<file path="config.mk">
export PLATFORM = sky130hd
export DESIGN_NAME = bracket_balance_checker_unit
export DESIGN_NICKNAME = d
export VERILOG_FILES = /design/src/rtl/core/bbc_pkg.sv /design/src/rtl/core/bracket_balance_checker_unit.sv
export VERILOG_INCLUDE_DIRS = /design/src /design/src/rtl/core
export SDC_FILE = /design/constraint.sdc
export NUM_CORES = 1
export LEC_CHECK = 0
export BUFFER_PORTS_ARGS = -buffer_cell sky130_fd_sc_hd__buf_2
export CORE_ASPECT_RATIO = 1.25
export CORE_MARGIN = 4
export CORE_UTILIZATION = 55
export DETAILED_ROUTE_END_ITERATION = 10
export PLACE_DENSITY = 0.83
export SLEW_MARGIN = 10
export SYNTH_ARGS = -nofsm -noshare
export SYNTH_HDL_FRONTEND = slang
export SYNTH_SLANG_ARGS = --single-unit
export TNS_END_PERCENT = 30
</file>
<file path="constraint.sdc">
create_clock -name clk -period 3.38 [get_ports clk]
set_input_delay 0.507 -clock clk [delete_from_list [all_inputs] [get_ports clk]]
set_output_delay 0.507 -clock clk [all_outputs]
set_load 0.1 [all_outputs]
</file>
<file path="src/rtl/core/bracket_balance_checker_unit_defines.svh">
// ----------------------------------------------------------------------------
// Bracket balance checker - assertion macros
// Shared property shapes for the checker's concurrent assertions.
// ----------------------------------------------------------------------------
`ifndef BRACKET_BALANCE_CHECKER_UNIT_DEFINES_SVH
`define BRACKET_BALANCE_CHECKER_UNIT_DEFINES_SVH

// Same-cycle implication, disabled while reset is asserted
`define BBC_ASSERT_SAME(lbl, ck, rstn, ante, cons, msg) \
	lbl: assert property (@(posedge ck) disable iff (!(rstn)) (ante) |-> (cons)) \
		else $error(msg);

// Next-cycle implication, disabled while reset is asserted
`define BBC_ASSERT_NEXT(lbl, ck, rstn, ante, cons, msg) \
	lbl: assert property (@(posedge ck) disable iff (!(rstn)) (ante) |=> (cons)) \
		else $error(msg);

`endif

</file>
<file path="src/rtl/core/bbc_pkg.sv">
// ----------------------------------------------------------------------------
// Bracket balance checker - package
// Stack sizing, bracket codes and byte classification helpers.
// ----------------------------------------------------------------------------
package bbc_pkg;

	// Stack sizing
	localparam int STACK_DEPTH = 64;
	localparam int ADDR_W      = $clog2(STACK_DEPTH);
	localparam int CNT_W       = $clog2(STACK_DEPTH + 1);

	// Codes held on the stack for each kind of opening bracket
	typedef enum logic [1:0] {
		BR_NONE   = 2'd0,
		BR_ROUND  = 2'd1,
		BR_SQUARE = 2'd2,
		BR_CURLY  = 2'd3
	} bracket_t;

	// ASCII codes of the brackets
	localparam logic [7:0] CH_OPEN_ROUND   = 8'h28; // (
	localparam logic [7:0] CH_CLOSE_ROUND  = 8'h29; // )
	localparam logic [7:0] CH_OPEN_SQUARE  = 8'h5B; // [
	localparam logic [7:0] CH_CLOSE_SQUARE = 8'h5D; // ]
	localparam logic [7:0] CH_OPEN_CURLY   = 8'h7B; // {
	localparam logic [7:0] CH_CLOSE_CURLY  = 8'h7D; // }

	// Kind of opening bracket, BR_NONE for any other byte
	function automatic bracket_t opener_code(input logic [7:0] c);
		bracket_t r;
		case (c)
			CH_OPEN_ROUND:  r = BR_ROUND;
			CH_OPEN_SQUARE: r = BR_SQUARE;
			CH_OPEN_CURLY:  r = BR_CURLY;
			default:        r = BR_NONE;
		endcase
		return r;
	endfunction

	// Kind of opening bracket that a closing bracket needs, BR_NONE otherwise
	function automatic bracket_t closer_code(input logic [7:0] c);
		bracket_t r;
		case (c)
			CH_CLOSE_ROUND:  r = BR_ROUND;
			CH_CLOSE_SQUARE: r = BR_SQUARE;
			CH_CLOSE_CURLY:  r = BR_CURLY;
			default:         r = BR_NONE;
		endcase
		return r;
	endfunction

endpackage

</file>
<file path="src/rtl/core/bracket_balance_checker_unit.sv">
// ----------------------------------------------------------------------------
// Bracket balance checker unit
// Streams a string a byte per word and reports whether (), [] and {} nest.
// ----------------------------------------------------------------------------
// Input channel: in_valid / in_stall, one word per byte (char_code), with
// has_char clear for an end word that carries no byte and end_of_string set
// on the last word of a string. Non-bracket bytes only mark the string as
// non-empty. Output channel: out_valid / out_stall, one result word
// (balanced, stack_overflow) per string, taken from its last input word.
// Throughput: one input word per cycle while in_stall is low. Each word does
// at most one push or pop; the top entry lives in a register and the entry
// under it is kept prefetched from the stack memory (synchronous read), so
// consecutive pops need no bubble. A string's result is registered into the
// output register, or into the skid stage while the output register stalls.
// Receiver stall: the output register is backed by a one-word skid stage, so
// input words keep flowing while a result waits; in_stall rises only once
// the skid stage holds a result, the second one waiting.
// Reset: arst_n clears the count and the sticky flags and empties both output
// stages; the stack memory itself is not cleared and needs no clearing pass.
// ----------------------------------------------------------------------------
`include "bracket_balance_checker_unit_defines.svh"

module bracket_balance_checker_unit (
	input  logic       clk,
	input  logic       arst_n,
	input  logic       in_valid,
	output logic       in_stall,
	input  logic [7:0] char_code,
	input  logic       has_char,
	input  logic       end_of_string,
	output logic       out_valid,
	input  logic       out_stall,
	output logic       balanced,
	output logic       stack_overflow
);

	// Stack storage and control state
	bbc_pkg::bracket_t                 stack_mem_q [bbc_pkg::STACK_DEPTH];
	bbc_pkg::bracket_t                 tos_q;
	bbc_pkg::bracket_t                 under_q;
	logic [bbc_pkg::CNT_W-1:0]         count_q;
	logic                              fail_q;
	logic                              ovf_q;
	logic                              seen_q;

	// Output register and skid stage
	logic                              out_valid_q;
	logic                              out_bal_q;
	logic                              out_ovf_q;
	logic                              skid_valid_q;
	logic                              skid_bal_q;
	logic                              skid_ovf_q;

	logic                              accept;
	logic                              res_valid;
	logic                              res_bal;
	logic                              out_pop;
	bbc_pkg::bracket_t                 open_c;
	bbc_pkg::bracket_t                 close_c;
	logic                              do_push;
	logic                              do_pop;
	logic [bbc_pkg::CNT_W-1:0]         count_n;
	logic [bbc_pkg::CNT_W-1:0]         count_d;
	logic                              fail_n;
	logic                              ovf_n;
	logic                              seen_n;
	logic [bbc_pkg::ADDR_W-1:0]        rd_addr;
	logic [bbc_pkg::ADDR_W-1:0]        wr_addr;

	assign accept  = in_valid && !in_stall;
	assign out_pop = out_valid_q && !out_stall;

	// Byte classification and push/pop decision
	always_comb begin
		open_c  = bbc_pkg::opener_code(char_code);
		close_c = bbc_pkg::closer_code(char_code);
		do_push = 1'b0;
		do_pop  = 1'b0;
		count_n = count_q;
		fail_n  = fail_q;
		ovf_n   = ovf_q;
		seen_n  = seen_q;
		if (has_char) begin
			seen_n = 1'b1;
			if (!fail_q) begin
				if (open_c != bbc_pkg::BR_NONE) begin
					if (count_q == bbc_pkg::CNT_W'(bbc_pkg::STACK_DEPTH)) begin
						fail_n = 1'b1;
						ovf_n  = 1'b1;
					end else begin
						do_push = 1'b1;
						count_n = count_q + bbc_pkg::CNT_W'(1);
					end
				end else if (close_c != bbc_pkg::BR_NONE) begin
					if (count_q == '0 || tos_q != close_c) begin
						fail_n = 1'b1;
					end else begin
						do_pop  = 1'b1;
						count_n = count_q - bbc_pkg::CNT_W'(1);
					end
				end
			end
		end
		res_valid = accept && end_of_string;
		res_bal   = seen_n && !fail_n && (count_n == '0);
		// count after this word, with the string end clearing it
		count_d   = !accept ? count_q : (end_of_string ? '0 : count_n);
	end

	function automatic logic [bbc_pkg::ADDR_W-1:0] ADDR_SEL(
		input logic [bbc_pkg::CNT_W-1:0] cnt
	);
		logic [bbc_pkg::CNT_W-1:0] a;
		a = cnt - bbc_pkg::CNT_W'(2);
		return a[bbc_pkg::ADDR_W-1:0];
	endfunction

	// Push writes the new top at the old count; the prefetch reads the entry
	// under the next top. A push reads one below its write, so the two ports
	// never meet on the same entry.
	assign wr_addr = count_q[bbc_pkg::ADDR_W-1:0];
	assign rd_addr = ADDR_SEL(count_d);

	// Stack memory: one write, one registered read per cycle
	always_ff @(posedge clk) begin
		if (accept && do_push) begin
			stack_mem_q[wr_addr] <= open_c;
		end
		under_q <= stack_mem_q[rd_addr];
	end

	// Top of stack register
	always_ff @(posedge clk) begin
		if (accept && do_push) begin
			tos_q <= open_c;
		end else if (accept && do_pop) begin
			tos_q <= under_q;
		end
	end

	// Count and sticky flags, cleared after each string
	always_ff @(posedge clk or negedge arst_n) begin
		if (!arst_n) begin
			count_q <= '0;
			fail_q  <= 1'b0;
			ovf_q   <= 1'b0;
			seen_q  <= 1'b0;
		end else if (accept) begin
			count_q <= count_d;
			fail_q  <= end_of_string ? 1'b0 : fail_n;
			ovf_q   <= end_of_string ? 1'b0 : ovf_n;
			seen_q  <= end_of_string ? 1'b0 : seen_n;
		end
	end

	// Output register with skid stage
	always_ff @(posedge clk or negedge arst_n) begin
		if (!arst_n) begin
			out_valid_q  <= 1'b0;
			skid_valid_q <= 1'b0;
		end else if (skid_valid_q) begin
			if (out_pop) begin
				out_valid_q  <= 1'b1;
				skid_valid_q <= 1'b0;
			end
		end else if (!out_valid_q || out_pop) begin
			out_valid_q <= res_valid;
		end else if (res_valid) begin
			skid_valid_q <= 1'b1;
		end
	end

	always_ff @(posedge clk) begin
		if (skid_valid_q) begin
			if (out_pop) begin
				out_bal_q <= skid_bal_q;
				out_ovf_q <= skid_ovf_q;
			end
		end else if (!out_valid_q || out_pop) begin
			out_bal_q <= res_bal;
			out_ovf_q <= ovf_n;
		end else if (res_valid) begin
			skid_bal_q <= res_bal;
			skid_ovf_q <= ovf_n;
		end
	end

	assign in_stall       = skid_valid_q;
	assign out_valid      = out_valid_q;
	assign balanced       = out_bal_q;
	assign stack_overflow = out_ovf_q;

	// Checks
	`BBC_ASSERT_SAME(a_count_bound, clk, arst_n, 1'b1,
		count_q <= bbc_pkg::CNT_W'(bbc_pkg::STACK_DEPTH), "stack count above depth")
	`BBC_ASSERT_SAME(a_ovf_fails, clk, arst_n, ovf_q, fail_q,
		"overflow flagged without failure")
	`BBC_ASSERT_NEXT(a_end_clears, clk, arst_n, accept && end_of_string,
		count_q == '0 && !fail_q && !seen_q, "string state not cleared at end")
	`BBC_ASSERT_SAME(a_skid_behind_out, clk, arst_n, skid_valid_q, out_valid_q,
		"skid stage holds a word while output register is empty")

endmodule

</file>
==> qor.yml, run 1 <==
run_status:
  status: "finished, violations left"
  violations: "negative setup slack"
route:
  initialDrtViolationCount: 646
  num_vias: 5659
  wl_per_cell_um: 21.9
  drt-total-wl_um: 19700
  ant_nets: 0
  first_pass_iters: 5
  vias_per_cell: 6.28
  drcViolationCount: 0
layout:
  area_growth_pct: 22.1
  multi_input_area_um2: 2580
  fin_cells: 901
  seq_area_um2: 4370
  layout-drive-gt1-share_pct: 26.6
  nets: 736
  fill_cells: 895
  diodes: 0
clock_network:
  cts_tree: "built"
  cts_root_buffer: "clkbuf_16"
  htree_levels: 4
  clk_pin_slew_ns: 0.06
  clock-sinks: 148
  tritoncts.num_buffers: 17
  cts_buffer_depth: 2
  clk_latency_ns: 0.42
setup_path:
  critPathLaunchType: "register"
  path_max_fanout: 8
  arrival_ns: 3.73
  cp_slowest_cell: "or3b_4"
  end_kind: "register"
  crit_path_cell_trace: "inv_1 > ha_1 > or3b_4 > o21a_1 > nand2_2 > o21a_4 > mux2i_4 > buf_12 > buf_4 > buf_4 > mux2i_1 > a32oi_1 > a21oi_1 > or4_1 > o21ai_1 > or4_1"
  crit_required_ns: 3.68
  cpPeakStageDelay_ns: 0.41
  cp-startpoint: "count_q[1]$_DFFE_PN0P_"
  crit_type: "reg2reg"
  regToRegStartpoint: "count_q[1]$_DFFE_PN0P_"
logic_synthesis:
  netlist_area_um2: 7120
  synthCells: 610
  ys.flop_type: "edfxtp_1"
  ys_seq_elements: 148
  yosysTopAreaCellShare_pct: 56.5
  yosysSeqAreaShare_pct: 61.3
  syn_avg_cell_area_um2: 11.7
  synth_most_common_cell: "edfxtp_1"
  syn_nets: 626
  async_reset_ff_share_pct: 8.11
  yosys.cell_types.count: 81
  yosysWarningCount: 0
  synth_area_leaders: "edfxtp_1 57%, mux2i_1 4.8%, nand2_1 4.7%"
  synth_edf_count: 134
  yosysTopAreaCell: "edfxtp_1"
  synth_common_cells: "134 x edfxtp_1, 89 x nand2_1, 89 x nor2_1"
timing:
  fin_crit_ns: 3.43
  rsz0062_at_grt: "true"
  hold_slack_ns: 0.345
  fin_ws_ns: -0.0505
  slew_headroom_pct: 51.2
  fmax_ghz: 0.292
  tightest_slew_ns: 0.730
  post-route-period-util_pct: 101
  finalHoldViolations: 0
  slew_violations: 0
  fin_skew_ns: 0.00692
  finalSetupViolations: 1
power_and_ir_drop:
  p_switching_uw: 1500
  p_sw_share_pct: 29.9
  leakagePower_uw: 0.00320
  peakVddDrop_mv: 0.409
  seqPwrFrac_pct: 40.2
  p_per_area_nw_per_um2: 578
  power_frac_clock_pct: 34.9
  comb_power_share_pct: 25.0
  intPower_uw: 3520
floorplanning:
  fp.dieW_um: 110
  die_area_um2: 14800
  die_h_um: 135
  top_level_ports: 18
  rows: 46
  coreArea_um2: 12700
  initial_utilization_pct: 56.2
place:
  portBuffers: 17
  gp_congestion: 0.978
  dp_hpwl_um: 13800
  place_inst: 862
worst_hold_path:
  min_from: "out_stall"
  hp-class: "in2reg"
grt:
  grt_pass1_vias: 5678
  grt_antenna_before_repair: 0
  grt_use_total_pct: 27.6
  grt_overflow: 0
  grt_pass1_wl_um: 29900
  grt_max_degree: 66
run:
  drv_cap: 0
[power by group through the flow]
stage          clock [uW]  combinational (uW)  sequential, uW
2_1_floorplan           0                 650            2090
4_1_cts              1770                1190            2020
3_5_place_dp            0                1130            2060
3_3_place_gp            0                1110            2050
5_1_grt              1850                1320            2020
6_report             1750                1250            2020
[state kept, by name, summed over array words and instances (netlist names)]
| register | count |
|---|---|
| balanced | 1 |
| count_q | 7 |
| fail_q | 1 |
| in_stall | 1 |
| out_valid | 1 |
| ovf_q | 1 |
| seen_q | 1 |
| skid_bal_q | 1 |
| skid_ovf_q | 1 |
| stack_mem_q | 128 |
| stack_overflow | 1 |
| tos_q | 2 |
| under_q | 2 |
[area by class of cell]
class	instances	share of cell area, %
clock buffer	17	4.89
sequential	148	50.2
inverter	8	0.432
timing repair buffer	123	10.9
multi-input combinational	422	29.7
tap	168	2.42
clock inverter	15	1.42
[logic make-up (layout without fill, tap and decap cells)]
family / count (synthesis) / after routing / share of synthesized area (%)
AND/OR/NAND/NOR: 272 / 272 / 18.6
flip-flops: 148 / 148 / 61.3
AO/OA/AOI/OAI: 102 / 102 / 9.54
multiplexers: 41 / 41 / 6.36
buffers and inverters: 40 / 163 / 3.16
XOR/XNOR: 5 / 5 / 0.720
adder cells (fa/ha/maj): 2 / 2 / 0.351
[layout by cell type (no fill, tap or decap), types with 3 or more instances in the layout]
cell / n
inv_6: 3
nand2b_1: 7
o21ai_0: 22
nand3_1: 27
clkbuf_16: 17
nor2_1: 88
mux2_2: 3
and3_1: 6
nand2_1: 89
a21oi_1: 24
o22ai_1: 6
inv_8: 3
inv_1: 3
nor3_1: 9
clkinvlp_4: 5
a31oi_1: 5
buf_2: 17
dfrtp_1: 11
mux2i_1: 30
or3b_4: 3
mux2i_2: 4
or3_1: 5
edfxtp_1: 134
buf_4: 100
xnor2_1: 4
nand4_1: 4
buf_12: 3
nor4_1: 3
nor2b_1: 5
clkinv_4: 3
a311oi_1: 4
a32oi_1: 6
o21ai_1: 3
[repair_timing]
action | CTS | global route
resized for setup | 3 | 10
setup buffers | 1 | 4
endpoints found under the hold margin | 12 | 0
cloned | 1 | 0
endpoints found under the setup margin | 2 | 2
pin swaps | 0 | 3
hold buffers | 1 | 0
[layer usage]
layer / vias to the layer above / GRT usage [%] / part of all wire (%) / routed length [um]
li1: 2498 / - / - / -
met1: 2700 / 31.0 / 35 / 6960
met2: 347 / 44.7 / 49 / 9660
met3: 114 / 6.10 / 7.9 / 1560
met4: 0 / 21.6 / 7.9 / 1560
met5: - / 0 / 0 / 0
[through the flow]
step	total power, uW	area (um2)	util (%)	worst slack (ns)	TNS, ns
4_1_cts	4980	8630	68.2	-0.0156	-0.0156
5_1_grt	5190	8700	68.7	-0.183	-0.268
6_report	5020	8700	68.7	-0.0505	-0.0505
3_3_place_gp	3160	8030	63.4	-0.0315	-0.0315
2_1_floorplan	2740	7140	-	0.00355	0
3_5_place_dp	3180	8030	63.4	-0.115	-0.243
[worst paths after layout]
| path | cells after the start | slack [ns] | to |
|---|---|---|---|
| min in group asynchronous | 2 | 0.50 | count_q[1]$_DFFE_PN0P_ |
| max in group asynchronous | 2 | 2.63 | in_stall$_DFF_PN0_ |
| hold / removal | 3 | 0.35 | out_valid$_DFFE_PN0P_ |
| setup reg to reg | 16 | -0.05 | under_q[0]$_DFF_P_ |
| setup / recovery | 16 | -0.05 | under_q[0]$_DFF_P_ |
| hold reg to reg | 2 | 0.54 | seen_q$_DFFE_PN0P_ |
[worst max-delay path: cells and delay by family, from the launching register on]
kind	cells	cell delay (ns)
buffers and inverters	4	0.47
AO/OA/AOI/OAI	5	0.70
adder cells (fa/ha/maj)	1	0.16
AND/OR/NAND/NOR	4	1.04
multiplexers	2	0.55
flip-flops	1	0.38
Power figures use the tool's default switching activity.
==> run 2, diff against run 1 <==
--- a/config.mk
+++ b/config.mk
@@ -14,2 +14,3 @@
 export PLACE_DENSITY = 0.83
+export SKIP_CTS_REPAIR_TIMING = 1
 export SLEW_MARGIN = 10
--- a/constraint.sdc
+++ b/constraint.sdc
@@ -3,2 +3,2 @@
 set_output_delay 0.507 -clock clk [all_outputs]
-set_load 0.1 [all_outputs]
+set_load 0.005 [all_outputs]
==> run 2 against run 1 <==
Compared with the run above: the run still ends with negative setup slack left; worst hold slack is essentially flat; global-route usage decreased by 0.17 points; via count decreased by 1.7%; fmax is 0.58% higher; clock power grew 6%; largest cell class unchanged; first-iteration DRC count shrank 8.4%; setup slack better by 0.020 ns; sequential power about the same; power rose by 0.23%.
==> qor.yml, run 2 (synthesis results as in run 1) <==
run_status:
  status: "finished, violations left"
  violations: "negative setup slack"
setup_path:
  timing.rr.end: "under_q[0]$_DFF_P_"
  critPathLaunchType: "register"
  path_max_fanout: 7
  arrival_ns: 3.71
  end_kind: "register"
  regToRegStartpoint: "count_q[1]$_DFFE_PN0P_"
  crit_required_ns: 3.68
  reg2reg_depth: 15
  crit_type: "reg2reg"
  r2r_setup_slack_ns: -0.03
floorplanning:
  initial_utilization_pct: 56.2
  die_area_um2: 14800
  coreArea_um2: 12700
  die_h_um: 135
  rows: 46
  top_level_ports: 18
  fp.dieW_um: 110
clock_network:
  clock-sinks: 148
  clk_pin_slew_ns: 0.07
  cts_tree: "built"
  htree_levels: 4
  tritoncts.num_buffers: 17
  cts_root_buffer: "clkbuf_16"
  clk_latency_ns: 0.43
  cts_buffer_depth: 2
worst_hold_path:
  min_path_cells: 3
  min_from: "out_stall"
  worstHoldEndpoint: "out_valid$_DFFE_PN0P_"
  hp-class: "in2reg"
timing:
  fin_ws_ns: -0.0308
  slew_headroom_pct: 54.9
  slew_violations: 0
  tightest_slew_ns: 0.674
  hold_slack_ns: 0.345
  rsz0062_at_grt: "true"
  setup_tns_ns: -0.0308
  finalSetupViolations: 1
  post-route-period-util_pct: 101
  fin_skew_ns: 0.00902
  fin_crit_ns: 3.41
  fmax_ghz: 0.293
  finalHoldViolations: 0
layout:
  top_register: "stack_mem_q"
  area_growth_pct: 21.5
  fill_cells: 882
  largest_reg_flops: 128
  nets: 715
  fin_cells: 880
  layout_common_cells: "134 x edfxtp_1, 88 x nor2_1, 87 x nand2_1"
  final_common_cell: "edfxtp_1"
  layout-drive-gt1-share_pct: 25.7
  final_util_pct: 68.3
  diodes: 0
  reg.largest.list: "stack_mem_q: 128 flops, count_q: 7 flops"
  final_area_um2: 8650
route:
  wl_per_cell_um: 22.5
  drcViolationCount: 0
  ant_nets: 0
  initialDrtViolationCount: 592
  first_pass_iters: 5
  vias_per_cell: 6.32
  num_vias: 5563
  drt-total-wl_um: 19800
grt:
  grt_pass1_vias: 5513
  grt_max_degree: 65
  grt_pass1_wl_um: 29900
  grt_use_total_pct: 27.4
  grt_overflow: 0
  grt_antenna_before_repair: 0
place:
  gp_congestion: 0.993
  post_dp_cell_area_um2: 7870
  portBuffers: 17
  place_inst: 842
  dp_hpwl_um: 13300
power_and_ir_drop:
  peakVddDrop_mv: 0.352
  p_per_area_nw_per_um2: 582
  leakagePower_uw: 0.00314
run:
  drv_cap: 0
[run 2: cell count changes in the layout (fill, tap and decap cells not counted), sizes merged]
cell / before / now
buf: 121 / 100
clkbuf: 17 / 18
bufinv: 0 / 1
clkinvlp: 5 / 1
inv: 12 / 15
bufbuf: 1 / 0
[run 2: where the power goes]
| group | internal (uW) | switching (uW) |
|---|---|---|
| Combinational | 507 | 648 |
| Sequential | 2000 | 15.4 |
| Clock | 1050 | 816 |
[run 2: worst max-delay path by stage]
stage	from	endpoint	slack (ns)	depth (start not counted)
floorplan	count_q[0]$_DFFE_PN0P_	under_q[0]$_DFF_P_	0.004	16
global placement	char_code[2]	under_q[0]$_DFF_P_	-0.18	13
detailed placement	char_code[2]	under_q[0]$_DFF_P_	-0.24	13
CTS	count_q[1]$_DFFE_PN0P_	under_q[0]$_DFF_P_	-0.06	14
global route	count_q[1]$_DFFE_PN0P_	under_q[0]$_DFF_P_	-0.12	15
finish	count_q[1]$_DFFE_PN0P_	under_q[0]$_DFF_P_	-0.03	15
[run 2: area by class of cell]
type                            count  area [um2]  share of cell area, %
Inverter                            8        40.0                  0.463
Sequential cell                   148        4360                   50.4
Clock buffer                       17         425                   4.92
Tap cell                          168         210                   2.43
Multi-Input combinational cell    422        2640                   30.5
Timing Repair Buffer              102         808                   9.34
Clock inverter                     15         161                   1.87
[run 2: worst max-delay path: stages, from the launching register on]
cell and delay (ns):
dfrtp_1 0.40, inv_2 0.07, ha_2 0.16, or3b_4 0.40, o21a_1 0.20, nand2_2 0.11, o21a_4 0.16, mux2i_4 0.24
buf_12 0.15, buf_6 0.13, mux2i_2 0.23, mux2i_1 0.12, a21oi_2 0.18, mux2_4 0.18, nor4_1 0.04, or4_1 0.50
[run 2: per-stage QoR]
| stage | worst slack (ns) | total power, uW |
|---|---|---|
| 2_1_floorplan | 0.00355 | 2700 |
| 3_3_place_gp | -0.180 | 3050 |
| 3_5_place_dp | -0.237 | 3060 |
| 4_1_cts | -0.0609 | 4910 |
| 5_1_grt | -0.121 | 5200 |
| 6_report | -0.0308 | 5030 |
[run 2: routing by layer]
| layer | up-vias | GRT usage (%) | part of all wire [%] |
|---|---|---|---|
| met4 | 0 | 16.6 | 7.0 |
| li1 | 2444 | - | - |
| met3 | 100 | 6.77 | 8.8 |
| met1 | 2660 | 33.0 | 36 |
| met2 | 359 | 44.0 | 49 |
| met5 | - | 0 | 0 |
